### config.mk
export PLATFORM = sky130hd
export DESIGN_NAME = flv_avc_to_annexb_converter_top
export DESIGN_NICKNAME = d
export VERILOG_FILES = /design/src/flvavc_pkg.sv /design/src/flv_avc_to_annexb_converter_top.sv /design/src/flvavc_ram.sv
export SDC_FILE = /design/constraint.sdc
export NUM_CORES = 2
export LEC_CHECK = 0
export BUFFER_PORTS_ARGS = -buffer_cell sky130_fd_sc_hd__buf_4
export CORE_MARGIN = 2
export CORE_UTILIZATION = 60
export DETAILED_ROUTE_END_ITERATION = 10
export HOLD_SLACK_MARGIN = 0.02
export PLACE_DENSITY_LB_ADDON = 0.08
export SYNTH_ARGS = -nofsm -noshare
export SYNTH_HDL_FRONTEND = slang
export SYNTH_SLANG_ARGS = --single-unit
### constraint.sdc
create_clock -name clk_i -period 20.8 [get_ports clk_i]
set_input_delay 0 -clock clk_i [delete_from_list [all_inputs] [get_ports clk_i]]
set_output_delay 0 -clock clk_i [all_outputs]
set_load 0.03 [all_outputs]
### src/flvavc_pkg.sv
`default_nettype none

package flvavc_pkg;

  // Parser position inside the tag body
  typedef enum logic [3:0] {
    PH_TAG     = 4'd0,
    PH_PTYPE   = 4'd1,
    PH_CTS     = 4'd2,
    PH_CFG     = 4'd3,
    PH_SPSCNT  = 4'd4,
    PH_SETLEN  = 4'd5,
    PH_SETDATA = 4'd6,
    PH_PPSCNT  = 4'd7,
    PH_NALLEN  = 4'd8,
    PH_NALHEAD = 4'd9,
    PH_NALDATA = 4'd10,
    PH_SKIP    = 4'd11
  } ph_e;

  // Sequencer: idle, writing a start code into the store, replaying the store
  typedef enum logic [1:0] {
    ST_IDLE   = 2'd0,
    ST_SC     = 2'd1,
    ST_REPLAY = 2'd2
  } st_e;

  typedef struct packed {
    logic [63:0] bytes;
    logic [3:0]  cnt;
    logic        last;
    logic        key;
    logic [15:0] idr;
    logic        ovf;
  } out_word_t;

  localparam logic [3:0]  CodecAvc    = 4'h7;
  localparam logic [3:0]  FrameCmd    = 4'h5;
  localparam logic [7:0]  PktSeqHdr   = 8'h00;
  localparam logic [7:0]  PktNalu     = 8'h01;
  localparam logic [4:0]  NalIdr      = 5'd5;
  localparam logic [1:0]  KindSps     = 2'd0;
  localparam logic [1:0]  KindNalu    = 2'd1;
  localparam logic [1:0]  KindPps     = 2'd2;
  localparam logic [15:0] IdrMax      = 16'hFFFF;
  // 00 00 00 01, first byte in the low lane
  localparam logic [31:0] StartCode   = 32'h0100_0000;
  localparam logic [7:0]  StartCodeLo = 8'h01;

endpackage

`default_nettype wire

### src/flv_avc_to_annexb_converter_top.sv
// Channel | handshake             | payload
// --------+-----------------------+---------------------------------------------
// in      | in_valid_i/in_ready_o | in_byte_i, tag_end_i
// out     | out_valid_o/out_ready_i | out_bytes_o, out_count_o, out_last_o,
//         |                       | key_frame_o, idr_total_o, store_overflow_o
//
// One cycle per input byte in the common case; results leave through a 2-deep queue.
// A completed parameter-set length holds the input while the start code is
// written into the store through its single write port, one byte per cycle.
// An IDR NAL header replays the stored bytes, one store read per cycle unless stalled.
// Reset clears all control state; the store is not cleared, only written entries are read.
// A full output queue stalls the input and the replay.
`default_nettype none

module flv_avc_to_annexb_converter_top #(
  parameter int unsigned STORE_BYTES = 256
) (
  input  wire logic        clk_i,
  input  wire logic        rst_ni,
  input  wire logic        in_valid_i,
  output logic             in_ready_o,
  input  wire logic [7:0]  in_byte_i,
  input  wire logic        tag_end_i,
  output logic             out_valid_o,
  input  wire logic        out_ready_i,
  output logic      [63:0] out_bytes_o,
  output logic      [3:0]  out_count_o,
  output logic             out_last_o,
  output logic             key_frame_o,
  output logic      [15:0] idr_total_o,
  output logic             store_overflow_o
);

  import flvavc_pkg::*;

  localparam int unsigned AddrW = $clog2(STORE_BYTES);
  localparam int unsigned LenW  = $clog2(STORE_BYTES + 1);
  localparam logic [LenW-1:0] StoreMax  = LenW'(STORE_BYTES);
  localparam logic [LenW:0]   StoreMaxX = (LenW+1)'(STORE_BYTES);

  // parser state
  ph_e             phase_q, phase_d;
  logic [2:0]      fbi_q, fbi_d;
  logic [31:0]     len_q, len_d;
  logic [31:0]     rem_q, rem_d;
  logic [4:0]      sets_q, sets_d;
  logic [1:0]      kind_q, kind_d;
  logic [LenW-1:0] store_len_q, store_len_d;
  logic [15:0]     idr_q, idr_d;
  logic            key_q, key_d;
  logic            ovf_q, ovf_d;

  // sequencer state
  st_e             st_q, st_d;
  logic [1:0]      sc_idx_q, sc_idx_d;
  logic [LenW-1:0] sc_base_q, sc_base_d;
  logic [LenW-1:0] rd_idx_q, rd_idx_d;
  logic            rd_vld_q, rd_vld_d;
  logic [2:0]      tail_q, tail_d;
  logic [3:0]      pk_cnt_q, pk_cnt_d;
  logic [63:0]     pk_data_q, pk_data_d;
  logic [7:0]      hdr_q, hdr_d;
  logic            end_q, end_d;

  // output queue
  out_word_t       fifo_q [2];
  logic [1:0]      fifo_cnt_q, fifo_cnt_d;
  logic            wptr_q, rptr_q;
  logic            push, pop;
  out_word_t       push_word;

  // store port
  logic             mem_we, mem_re;
  logic [AddrW-1:0] mem_waddr, mem_raddr;
  logic [7:0]       mem_wdata, mem_rdata;

  // parse helpers
  logic            acc;
  logic [15:0]     set_len;
  logic [31:0]     nal_len;
  logic [31:0]     rem_dec;
  logic [4:0]      sets_dec;
  ph_e             fin_phase;
  logic [LenW:0]   sl_plus4;
  logic [LenW:0]   sc_sum;
  logic [1:0]      kind_eff;
  logic            now_push, go_sc, go_rep;
  logic [63:0]     now_bytes;
  logic [3:0]      now_cnt;
  logic            now_last;

  // replay helpers
  logic            space, full, push_full, tail_mode, byte_avail, is_final, take, issue;
  logic            rep_push;
  logic [3:0]      cnt_eff;
  logic [7:0]      src_byte, tail_byte;
  logic [63:0]     ins;
  logic [63:0]     rep_bytes;
  logic [3:0]      rep_cnt;
  logic            rep_last;

  assign in_ready_o = (st_q == ST_IDLE) && (fifo_cnt_q != 2'd2);
  assign acc        = in_valid_i && in_ready_o;

  assign set_len   = {len_q[7:0], in_byte_i};
  assign nal_len   = {len_q[23:0], in_byte_i};
  assign rem_dec   = rem_q - 32'd1;
  assign sets_dec  = sets_q - 5'd1;
  assign fin_phase = (sets_dec != 5'd0) ? PH_SETLEN :
                     (kind_q == KindSps) ? PH_PPSCNT : PH_SKIP;
  assign sl_plus4  = {1'b0, store_len_q} + (LenW+1)'(4);
  assign sc_sum    = {1'b0, sc_base_q} + (LenW+1)'(sc_idx_q);
  assign kind_eff  = (phase_q == PH_PPSCNT) ? KindPps : kind_q;

  // Byte parser: runs once per accepted input byte
  always_comb begin
    phase_d     = phase_q;
    fbi_d       = fbi_q;
    len_d       = len_q;
    rem_d       = rem_q;
    sets_d      = sets_q;
    kind_d      = kind_q;
    store_len_d = store_len_q;
    idr_d       = idr_q;
    key_d       = key_q;
    ovf_d       = ovf_q;
    mem_we      = 1'b0;
    mem_waddr   = store_len_q[AddrW-1:0];
    mem_wdata   = in_byte_i;
    now_push    = 1'b0;
    now_bytes   = '0;
    now_cnt     = '0;
    now_last    = 1'b0;
    go_sc       = 1'b0;
    go_rep      = 1'b0;

    if (acc) begin
      unique case (phase_q)
        PH_TAG: begin
          if (in_byte_i[3:0] != CodecAvc || in_byte_i[7:4] == FrameCmd) begin
            phase_d = PH_SKIP;
          end else begin
            phase_d = PH_PTYPE;
          end
        end
        PH_PTYPE: begin
          if (in_byte_i == PktSeqHdr) begin
            kind_d      = KindSps;
            store_len_d = '0;
            ovf_d       = 1'b0;
            phase_d     = PH_CTS;
            fbi_d       = '0;
          end else if (in_byte_i == PktNalu) begin
            kind_d  = KindNalu;
            phase_d = PH_CTS;
            fbi_d   = '0;
          end else begin
            phase_d = PH_SKIP;
          end
        end
        PH_CTS: begin
          if (fbi_q == 3'd2) begin
            fbi_d   = '0;
            len_d   = '0;
            phase_d = (kind_q == KindNalu) ? PH_NALLEN : PH_CFG;
          end else begin
            fbi_d = fbi_q + 3'd1;
          end
        end
        PH_CFG: begin
          if (fbi_q == 3'd4) begin
            fbi_d   = '0;
            phase_d = PH_SPSCNT;
          end else begin
            fbi_d = fbi_q + 3'd1;
          end
        end
        PH_SPSCNT, PH_PPSCNT: begin
          kind_d = kind_eff;
          sets_d = in_byte_i[4:0];
          fbi_d  = '0;
          if (in_byte_i[4:0] != 5'd0) begin
            phase_d = PH_SETLEN;
          end else begin
            phase_d = (kind_eff == KindSps) ? PH_PPSCNT : PH_SKIP;
          end
        end
        PH_SETLEN: begin
          len_d = {16'h0000, set_len};
          if (fbi_q == 3'd1) begin
            fbi_d = '0;
            go_sc = 1'b1;
            // start code fits partly or not at all: clip the length, flag it
            if (sl_plus4 > StoreMaxX) begin
              store_len_d = StoreMax;
              ovf_d       = 1'b1;
            end else begin
              store_len_d = sl_plus4[LenW-1:0];
            end
            rem_d = {16'h0000, set_len};
            if (set_len == 16'h0000) begin
              sets_d  = sets_dec;
              phase_d = fin_phase;
            end else begin
              phase_d = PH_SETDATA;
            end
          end else begin
            fbi_d = fbi_q + 3'd1;
          end
        end
        PH_SETDATA: begin
          if (store_len_q < StoreMax) begin
            mem_we      = 1'b1;
            store_len_d = store_len_q + LenW'(1);
          end else begin
            ovf_d = 1'b1;
          end
          rem_d = rem_dec;
          if (rem_dec == 32'd0) begin
            sets_d  = sets_dec;
            fbi_d   = '0;
            phase_d = fin_phase;
          end
        end
        PH_NALLEN: begin
          len_d = nal_len;
          if (fbi_q == 3'd3) begin
            fbi_d = '0;
            rem_d = nal_len;
            len_d = '0;
            if (nal_len == 32'd0) begin
              key_d     = 1'b0;
              now_push  = 1'b1;
              now_bytes = {32'h0000_0000, StartCode};
              now_cnt   = 4'd4;
            end else begin
              phase_d = PH_NALHEAD;
            end
          end else begin
            fbi_d = fbi_q + 3'd1;
          end
        end
        PH_NALHEAD: begin
          key_d = (in_byte_i[4:0] == NalIdr);
          if (in_byte_i[4:0] == NalIdr) begin
            if (idr_q != IdrMax) begin
              idr_d = idr_q + 16'd1;
            end
          end
          if (in_byte_i[4:0] == NalIdr && store_len_q != '0) begin
            go_rep = 1'b1;
          end else begin
            now_push  = 1'b1;
            now_bytes = {24'h000000, in_byte_i, StartCode};
            now_cnt   = 4'd5;
          end
          rem_d   = rem_dec;
          phase_d = (rem_dec == 32'd0) ? PH_NALLEN : PH_NALDATA;
        end
        PH_NALDATA: begin
          now_push  = 1'b1;
          now_bytes = {56'h0, in_byte_i};
          now_cnt   = 4'd1;
          rem_d     = rem_dec;
          if (rem_dec == 32'd0) begin
            phase_d = PH_NALLEN;
          end
        end
        default: begin
          phase_d = PH_SKIP;
        end
      endcase

      if (tag_end_i) begin
        // bare end marker when the byte produced nothing
        if (!now_push && !go_rep) begin
          now_push = 1'b1;
        end
        now_last = 1'b1;
        phase_d  = PH_TAG;
        fbi_d    = '0;
        len_d    = '0;
        rem_d    = '0;
        sets_d   = '0;
      end
    end

    if (st_q == ST_SC) begin
      mem_we    = (sc_sum < StoreMaxX);
      mem_waddr = sc_sum[AddrW-1:0];
      mem_wdata = (sc_idx_q == 2'd3) ? StartCodeLo : 8'h00;
    end
  end

  // Replay datapath: store bytes, then 00 00 00 01 and the NAL header byte
  assign space      = (fifo_cnt_q != 2'd2);
  assign full       = (pk_cnt_q == 4'd8);
  assign push_full  = (st_q == ST_REPLAY) && full && space;
  assign cnt_eff    = push_full ? 4'd0 : pk_cnt_q;
  assign tail_mode  = !rd_vld_q && (rd_idx_q == store_len_q);
  assign byte_avail = rd_vld_q || tail_mode;
  assign tail_byte  = (tail_q == 3'd4) ? hdr_q :
                      (tail_q == 3'd3) ? StartCodeLo : 8'h00;
  assign src_byte   = rd_vld_q ? mem_rdata : tail_byte;
  assign is_final   = tail_mode && (tail_q == 3'd4);
  assign take       = (st_q == ST_REPLAY) && byte_avail && (!full || push_full) &&
                      (!is_final || (!full && space));
  assign issue      = (st_q == ST_REPLAY) && (rd_idx_q < store_len_q) &&
                      (!rd_vld_q || take);

  always_comb begin
    for (int i = 0; i < 8; i++) begin
      if (cnt_eff == 4'(i)) begin
        ins[8*i +: 8] = src_byte;
      end else begin
        ins[8*i +: 8] = push_full ? 8'h00 : pk_data_q[8*i +: 8];
      end
    end
  end

  assign rep_push  = push_full || (take && is_final);
  assign rep_bytes = push_full ? pk_data_q : ins;
  assign rep_cnt   = push_full ? 4'd8 : (cnt_eff + 4'd1);
  assign rep_last  = push_full ? 1'b0 : end_q;

  assign mem_re    = issue;
  assign mem_raddr = rd_idx_q[AddrW-1:0];

  // Sequencer next state
  always_comb begin
    st_d      = st_q;
    sc_idx_d  = sc_idx_q;
    sc_base_d = sc_base_q;
    rd_idx_d  = rd_idx_q;
    rd_vld_d  = rd_vld_q;
    tail_d    = tail_q;
    pk_cnt_d  = pk_cnt_q;
    pk_data_d = pk_data_q;
    hdr_d     = hdr_q;
    end_d     = end_q;

    unique case (st_q)
      ST_IDLE: begin
        if (go_sc) begin
          st_d      = ST_SC;
          sc_idx_d  = '0;
          sc_base_d = store_len_q;
        end else if (go_rep) begin
          st_d      = ST_REPLAY;
          rd_idx_d  = '0;
          rd_vld_d  = 1'b0;
          tail_d    = '0;
          pk_cnt_d  = '0;
          pk_data_d = '0;
          hdr_d     = in_byte_i;
          end_d     = tail_end_sel(tag_end_i);
        end
      end
      ST_SC: begin
        sc_idx_d = sc_idx_q + 2'd1;
        if (sc_idx_q == 2'd3) begin
          st_d = ST_IDLE;
        end
      end
      ST_REPLAY: begin
        if (issue) begin
          rd_idx_d = rd_idx_q + LenW'(1);
        end
        if (issue) begin
          rd_vld_d = 1'b1;
        end else if (take && rd_vld_q) begin
          rd_vld_d = 1'b0;
        end
        if (take && tail_mode) begin
          tail_d = tail_q + 3'd1;
        end
        if (take) begin
          pk_data_d = ins;
          pk_cnt_d  = cnt_eff + 4'd1;
        end else if (push_full) begin
          pk_data_d = '0;
          pk_cnt_d  = '0;
        end
        if (take && is_final) begin
          st_d = ST_IDLE;
        end
      end
      default: begin
        st_d = ST_IDLE;
      end
    endcase
  end

  function automatic logic tail_end_sel(input logic e);
    return e;
  endfunction

  // Output queue
  assign push = now_push || rep_push;
  assign pop  = out_valid_o && out_ready_i;

  always_comb begin
    push_word.bytes = rep_push ? rep_bytes : now_bytes;
    push_word.cnt   = rep_push ? rep_cnt : now_cnt;
    push_word.last  = rep_push ? rep_last : now_last;
    push_word.key   = key_d;
    push_word.idr   = idr_d;
    push_word.ovf   = ovf_d;
    fifo_cnt_d      = fifo_cnt_q + {1'b0, push} - {1'b0, pop};
  end

  assign out_valid_o      = (fifo_cnt_q != 2'd0);
  assign out_bytes_o      = fifo_q[rptr_q].bytes;
  assign out_count_o      = fifo_q[rptr_q].cnt;
  assign out_last_o       = fifo_q[rptr_q].last;
  assign key_frame_o      = fifo_q[rptr_q].key;
  assign idr_total_o      = fifo_q[rptr_q].idr;
  assign store_overflow_o = fifo_q[rptr_q].ovf;

  always_ff @(posedge clk_i or negedge rst_ni) begin
    if (!rst_ni) begin
      phase_q     <= PH_TAG;
      fbi_q       <= '0;
      len_q       <= '0;
      rem_q       <= '0;
      sets_q      <= '0;
      kind_q      <= KindSps;
      store_len_q <= '0;
      idr_q       <= '0;
      key_q       <= 1'b0;
      ovf_q       <= 1'b0;
      st_q        <= ST_IDLE;
      sc_idx_q    <= '0;
      rd_idx_q    <= '0;
      rd_vld_q    <= 1'b0;
      tail_q      <= '0;
      pk_cnt_q    <= '0;
      end_q       <= 1'b0;
      fifo_cnt_q  <= '0;
      wptr_q      <= 1'b0;
      rptr_q      <= 1'b0;
    end else begin
      phase_q     <= phase_d;
      fbi_q       <= fbi_d;
      len_q       <= len_d;
      rem_q       <= rem_d;
      sets_q      <= sets_d;
      kind_q      <= kind_d;
      store_len_q <= store_len_d;
      idr_q       <= idr_d;
      key_q       <= key_d;
      ovf_q       <= ovf_d;
      st_q        <= st_d;
      sc_idx_q    <= sc_idx_d;
      rd_idx_q    <= rd_idx_d;
      rd_vld_q    <= rd_vld_d;
      tail_q      <= tail_d;
      pk_cnt_q    <= pk_cnt_d;
      end_q       <= end_d;
      fifo_cnt_q  <= fifo_cnt_d;
      if (push) begin
        wptr_q <= !wptr_q;
      end
      if (pop) begin
        rptr_q <= !rptr_q;
      end
    end
  end

  always_ff @(posedge clk_i) begin
    sc_base_q <= sc_base_d;
    pk_data_q <= pk_data_d;
    hdr_q     <= hdr_d;
    if (push) begin
      fifo_q[wptr_q] <= push_word;
    end
  end

  flvavc_ram #(
    .Width (8),
    .Depth (STORE_BYTES)
  ) u_store (
    .clk_i   (clk_i),
    .we_i    (mem_we),
    .waddr_i (mem_waddr),
    .wdata_i (mem_wdata),
    .re_i    (mem_re),
    .raddr_i (mem_raddr),
    .rdata_o (mem_rdata)
  );

  a_fifo_bound: assert property (@(posedge clk_i) disable iff (!rst_ni)
    fifo_cnt_q != 2'd3)
    else $error("output queue count out of range");

  a_no_push_full: assert property (@(posedge clk_i) disable iff (!rst_ni)
    push |-> (fifo_cnt_q != 2'd2 || pop))
    else $error("transfer into a full output queue");

  a_store_len: assert property (@(posedge clk_i) disable iff (!rst_ni)
    store_len_q <= StoreMax)
    else $error("store length beyond capacity");

  a_replay_idx: assert property (@(posedge clk_i) disable iff (!rst_ni)
    st_q == ST_REPLAY |-> rd_idx_q <= store_len_q)
    else $error("replay read past stored sets");

  a_sc_done: assert property (@(posedge clk_i) disable iff (!rst_ni)
    (st_q == ST_SC && sc_idx_q == 2'd3) |=> st_q == ST_IDLE)
    else $error("start code write did not finish in four cycles");

endmodule

`default_nettype wire

### src/flvavc_ram.sv
`default_nettype none

module flvavc_ram #(
  parameter int unsigned Width = 8,
  parameter int unsigned Depth = 256
) (
  input  wire logic                     clk_i,
  input  wire logic                     we_i,
  input  wire logic [$clog2(Depth)-1:0] waddr_i,
  input  wire logic [Width-1:0]         wdata_i,
  input  wire logic                     re_i,
  input  wire logic [$clog2(Depth)-1:0] raddr_i,
  output logic      [Width-1:0]         rdata_o
);

  logic [Width-1:0] mem_q [Depth];
  logic [Width-1:0] rdata_q;

  always_ff @(posedge clk_i) begin
    if (we_i) begin
      mem_q[waddr_i] <= wdata_i;
    end
    if (re_i) begin
      rdata_q <= mem_q[raddr_i];
    end
  end

  assign rdata_o = rdata_q;

endmodule

`default_nettype wire
Word-level counts from Yosys, hierarchy flattened --
Memory sizes are Yosys's and may differ from the RTL's. A register that Yosys moved wholly into a read port is not among the register bits. Cells that the tools add are included.
Storage, ports and cells: flip-flop bits (word level) 204, latch bits 0, bits in writable memories 2222, bits in read-only memories 0, bits of input ports 13, memories 2
Memories:
- u_store.mem_q | words 256, width 8, read ports 1, clocked after Yosys merged registers in 1, write ports 1, RTL line flvavc_ram.sv:16 | logic [Width-1:0] mem_q [Depth];
- fifo_q | words 2, width 87, read ports 1, clocked after Yosys merged registers in 0, write ports 1, RTL line flv_avc_to_annexb_converter_top.sv:66 | out_word_t fifo_q [2];
Operators by class: add/subtract/negate cells 13, $mul 0, divide/modulo/power cells 0, magnitude comparators 4, equal/unequal tests 58, shift operators 0, multiplexer cells 157, bitwise logic cells 1, reductions and logical operators 71
Operators with widths (number):
- $mux 64 | 6
- $mux 8 | 20
- $pmux 64 s2 | 1
- $pmux 40 s3 | 1
- $mux 32 | 3
- $pmux 32 s3 | 1
- $mux 4 | 23
- $mux 40 | 2
- $mux 24 | 3
- $pmux 24 s3 | 1
- $logic_not 32->1 | 2
- $mux 16 | 4
- $mux 9 | 7
- $mux 25 | 2
- $mux 3 | 15
- $mux 1 | 40
- $pmux 4 s10 | 1
- $eq 4x3->1 const B | 9
- $ne 3x3->1 const B | 11
- $sub 32x1->32 const B | 1
- $pmux 9 s3 | 1
- $reduce_and 4->1 | 6
- $pmux 3 s7 | 1
- $mux 5 | 4
- 61 further kinds | 139

Logic depth before layout (Yosys ltp) --
depth after elaboration 13, gate-level depth with buffers 18, depth with buffers taken out 14

Cells and area by module --
From an unflattened synthesis, not the netlist that was laid out.
Second synthesis, totals: cell total of the unflattened synthesis 5510, area total of the unflattened synthesis 98610.8 um^2
Modules (own cells, without submodules):
- flvavc_ram | times used 1, cells each 3733, area each 79636.4 um^2, sequential area each 61739.2 um^2
- flv_avc_to_annexb_converter_top | times used 1, cells each 1777, area each 18974.4 um^2, sequential area each 10735.3 um^2

Worst setup path after synthesis --
Ideal clock, no wire load.
path type register to register, from register rd_idx_q[0], to memory fifo_q[0][0] (netlist bit) (enable), setup time 0.544 ns, arrival 6.457 ns, data required time 20.256 ns, setup slack 13.800 ns, cell stages (with the launch flop) 14, path buffers 4, period minus slack after synthesis 7.000 ns, cell sequence dfrtp_1 > clkbuf_1 > buf_2 > clkbuf_1 > clkbuf_1 > inv_1 > ha_1 > nand2_1 > nor3_1 > nand3b_1 > nor3_1 > nor2_1 > o211ai_1 > nor2b_1
Between the ends: longest elaborated chain between the ends 11, elaborated cells on any way between the ends 14, classes of those cells 1 x eq/ne; 2 x mux; 11 x reduce/logical
RTL lines:
- start, declared | RTL line flv_avc_to_annexb_converter_top.sv:57 | logic [LenW-1:0] rd_idx_q, rd_idx_d;
- start signal, assigned | RTL line flv_avc_to_annexb_converter_top.sv:455 | rd_idx_q <= rd_idx_d;
- $eq 9x9->1 * | RTL line flv_avc_to_annexb_converter_top.sv:300 | assign tail_mode = !rd_vld_q && (rd_idx_q == store_len_q);
- $logic_and 1x1->1 * | RTL line flv_avc_to_annexb_converter_top.sv:300
- $logic_or 1x1->1 or $logic_and 1x1->1 (tied branches) | RTL line flv_avc_to_annexb_converter_top.sv:301, flv_avc_to_annexb_converter_top.sv:305
- $logic_and 1x1->1 or $logic_not 1->1 (tied branches) | RTL line flv_avc_to_annexb_converter_top.sv:306, flv_avc_to_annexb_converter_top.sv:307
- $logic_and 1x1->1 or $logic_or 1x1->1 (tied branches) | RTL line flv_avc_to_annexb_converter_top.sv:306, flv_avc_to_annexb_converter_top.sv:307
- $logic_and 1x1->1 | RTL line flv_avc_to_annexb_converter_top.sv:306 | assign take = (st_q == ST_REPLAY) && byte_avail && (!full || push_full) &&
- $logic_and 1x1->1 * | RTL line flv_avc_to_annexb_converter_top.sv:321 | assign rep_push = push_full || (take && is_final);
- $logic_or 1x1->1 * | RTL line flv_avc_to_annexb_converter_top.sv:321
- $logic_or 1x1->1 * | RTL line flv_avc_to_annexb_converter_top.sv:399 | assign push = now_push || rep_push;
- $mux 1 * | RTL line flv_avc_to_annexb_converter_top.sv:474 | if (push) begin
- $mux 1 (implied by the code) * | RTL line flv_avc_to_annexb_converter_top.sv:475 | fifo_q[wptr_q] <= push_word;
- end, declared | RTL line flv_avc_to_annexb_converter_top.sv:66
Every way passes the cells marked *; elsewhere a longest branch is shown, timed or not.

Worst setup path after layout --
from register rd_idx_q[0], to register u_store.rdata_q[6], in the netlist u_store.rdata_o[6], read port of u_store.mem_q (data pin)
Between the ends: longest elaborated chain between the ends 8, elaborated cells on any way between the ends 13, classes of those cells 1 x order compare; 1 x eq/ne; 11 x reduce/logical
RTL lines:
- parallel branches: the longest is 8 deep, another holds $lt 9x9->1
- end, declared | RTL line flvavc_ram.sv:17 | logic [Width-1:0] rdata_q;
Parallel ways; which one is timed is not known. A chain may end at the register's enable or synchronous reset.

==> out/results.ini <==
[pwr]
cellInternalPower_uw=8870
peakVddDrop_mv=0.111
switching_power_uw=3170
pwr-share-seq_pct=46.7
sw_frac_of_total_pct=26.3
p_per_area_nw_per_um2=110
power.share.combinational_pct=18.0
clk_pwr_share_pct=35.3
total_leakage_power_uw=0.0339

[run_status]
run_status=complete, no violations

[drt]
detailedRoute.firstIterationViolations=6698
route.detailed.vias_per_inst=6.60
drt_wl_total_um=232000
antenna_violating_nets_post_route=0
routed-via-count=49900
drt_pre_antenna_iters=9
avg_wl_per_cell_um=30.7
drt_drc_violations_left=0

[logic_synthesis]
synth_cell_types=86
synth-warning-count=0
synthesis.area_per_instance_um2=19.5
synthTopCellsByArea=sky130_fd_sc_hd__edfxtp_1 (71%), sky130_fd_sc_hd__mux4_2 (15%), sky130_fd_sc_hd__dfrtp_1 (3.1%), sky130_fd_sc_hd__nor2_1 (1.7%), sky130_fd_sc_hd__mux2_2 (1.1%)
share_of_synthesized_registers_carrying_an_async_set_or_reset_pct=5.05
synth_fp_nets=5087
synth_common_cells=sky130_fd_sc_hd__edfxtp_1 (2311), sky130_fd_sc_hd__mux4_2 (672), sky130_fd_sc_hd__nor2_1 (448)
yosysTopAreaCell=sky130_fd_sc_hd__edfxtp_1
post-synth-top-area-fraction_pct=70.7
post_synth_inst_count=5035
number_of_flops_mapped_to_enable_cells_by_yosys=2311
synth_sequential_area_ratio_pct=73.8
ys_seq_elements=2434
synthesis.area_um2=98200
most_frequent_cell_after_synthesis=sky130_fd_sc_hd__edfxtp_1
yosys_most_used_dff=sky130_fd_sc_hd__edfxtp_1

[sta]
timing.final.hold_violations=0
final_period_minus_worst_setup_slack_ns=5.99
achievable-frequency_mhz=167
setup_repair_after_global_routing_missed_its_margin=no
timing.clock.skew_ns=0.0337
report.final.setup_viol=0
tightest_slew_ns=1.35
setup_tns_ns=0
min_period_over_period_pct=28.8
slew_violations=0
max_slew_margin_pct=9.22

[place]
port-buffer-count=101
routabilityCongestion=0.875
dp.final_hpwl_um=136000

[die]
boundaryPins=102
placeableCoreArea_um2=163000
area_of_the_die_um2=167000
initial_utilization_pct=60.4
dieHeight_um=408
dieWidth_um=408
std_cell_rows=148

[job]
max_cap_viol_count=0

[setup_path]
crit_path_start=rd_idx_q[0]
crit-reg2reg-launch=rd_idx_q[0]
worstSetupStartpointType=flop
worst-setup-path-type=reg2reg
worst_r2r_endpoint=u_store.rdata_o[6]
required_ns=21.37
timing.critical_path.to=u_store.rdata_o[6]
reg2reg_depth=8
rrSetupSlack_ns=14.81
timing.critical_path.to_type=flop
worst_ep_arrival_time_ns=6.57
critical_path_peak_fanout=76

[clocking]
ctsHtreeMaxLevel=4
clk_path_buf_depth=3
cts-hold-fix-buffers=19
tritoncts=done
clkLatencyLatePin_ns=0.87
clock-sinks=2434
cts_setup_buffers=0
cts.clk_slew.worst_paths_ns=0.06
cts-resized-gates=0
cts_buffers=232
cts_root_buf=sky130_fd_sc_hd__clkbuf_16

[layout]
area.growth.synth_to_final_pct=11.2
layout.nets=5232
finish.utilization_pct=67.1
drive_gt1_share_pct=25.1

[global_routing]
grt_util_all_layers_pct=28.2
largest_net_degree_at_the_start_of_global_routing=128
grt_pass1_wl_um=341000
vias_in_the_first_global_route=49400
grt-ovfl-total=0
grt_antenna_before_repair=7

[min_path]
min-delay-path-class=in2reg

-- flip-flops by register name (all words and copies together), names as in the netlist, 3 cells and up --
| name | flops |
|---|---|
| u_store.rdata_o | 8 |
| u_store.mem_q | 2048 |
| pk_data_q | 64 |
| pk_cnt_q | 4 |
| store_len_q | 9 |
| tail_q | 3 |
| hdr_q | 8 |
| sc_base_q | 9 |
| rem_q | 32 |
| rd_idx_q | 9 |
| fbi_q | 3 |
| fifo_q | 174 |
| len_q | 24 |
| sets_q | 5 |
| phase_q | 4 |
| idr_q | 16 |
-- routing by layer --
layer	track usage, %	up-vias	share of wire [%]
li1	-	20900	-
met1	41.8	26100	40
met2	42.9	2522	47
met3	5.73	407	9.3
met4	9.24	0	3.2
met5	0	-	0
-- power groups by stage --
stage          logic (uW)  clock network (uW)  registers, uW
2_1_floorplan        1630                   0           5660
3_3_place_gp         2150                   0           5710
3_5_place_dp         2170                   0           5720
4_1_cts              2180                4310           5610
5_1_grt              2310                4490           5630
6_report             2160                4250           5620
-- through the flow --
| stage | area, um2 | power, uW | setup WS [ns] | instances | hold WS (ns) |
|---|---|---|---|---|---|
| 3_3_place_gp | 101000 | 7860 | 14.73 | 7102 | 0.0355 |
| 3_5_place_dp | 101000 | 7890 | 14.74 | 7102 | 0.0377 |
| 4_1_cts | 109000 | 12100 | 14.72 | 7555 | 0.0259 |
| 6_report | 109000 | 12000 | 14.81 | 7560 | 0.0959 |
| 5_1_grt | 109000 | 12400 | 14.32 | 7555 | 0.0918 |
| 2_1_floorplan | 98200 | 7290 | 13.80 | 5035 | -0.296 |
-- area by class of cell --
class | count | area (um2)
fill | 10600 | 53500
sequential | 2434 | 72500
clock inverter | 155 | 1640
timing repair buffer | 193 | 1580
multi-input combinational | 2264 | 24400
inverter | 55 | 206
tap | 2175 | 2720
antenna | 5 | 12.5
clock buffer | 279 | 6070
-- how the worst min path moves through the flow --
stage,start,endpoint,slack (ns),cells past startpoint
2_1_floorplan,rst_ni,end_q,-0.30,0
3_5_place_dp,rst_ni,rem_q[26],0.04,1
6_report,in_byte_i[7],len_q[7],0.1,4
5_1_grt,in_byte_i[4],hdr_q[4],0.09,2
4_1_cts,tag_end_i,sets_q[2],0.03,3
3_3_place_gp,rst_ni,rem_q[26],0.04,1
-- cells by family after synthesis --
family,share of synthesized area [%]
AO/OA/AOI/OAI,2.95
XOR/XNOR,0.348
adder cells (fa/ha/maj),0.515
buffers and inverters,1.40
flip-flops,73.8
multiplexers,16.7
AND/OR/NAND/NOR,4.28
-- cell usage in the layout (no fill, tap or decap), drive strengths merged, types with 18 or more instances in the layout --
master and count:
edfxtp 2311, mux4 672, nor2 449, clkbuf 279, nand2 261, o21ai 183
buf 175, dfrtp 123, clkinv 111, mux2 94, a22oi 76, inv 62
a21oi 53, nor3 48, ha 38, nand3 35, bufinv 30, a31oi 28
nor4 26, xnor2 20, nand2b 20, xor2 19, o21a 18, dlygate4sd3 18
and2 18
-- critical path: stages (launching register included) --
cell                      delay [ns]
sky130_fd_sc_hd__dfrtp_4        0.92
sky130_fd_sc_hd__buf_4          0.77
sky130_fd_sc_hd__buf_12         0.46
sky130_fd_sc_hd__buf_4          0.75
sky130_fd_sc_hd__mux4_2         0.65
sky130_fd_sc_hd__mux4_2         0.53
sky130_fd_sc_hd__mux4_2         0.50
sky130_fd_sc_hd__a22oi_1        0.65
sky130_fd_sc_hd__nand2_1        0.13
Power figures use the tool's default switching activity.
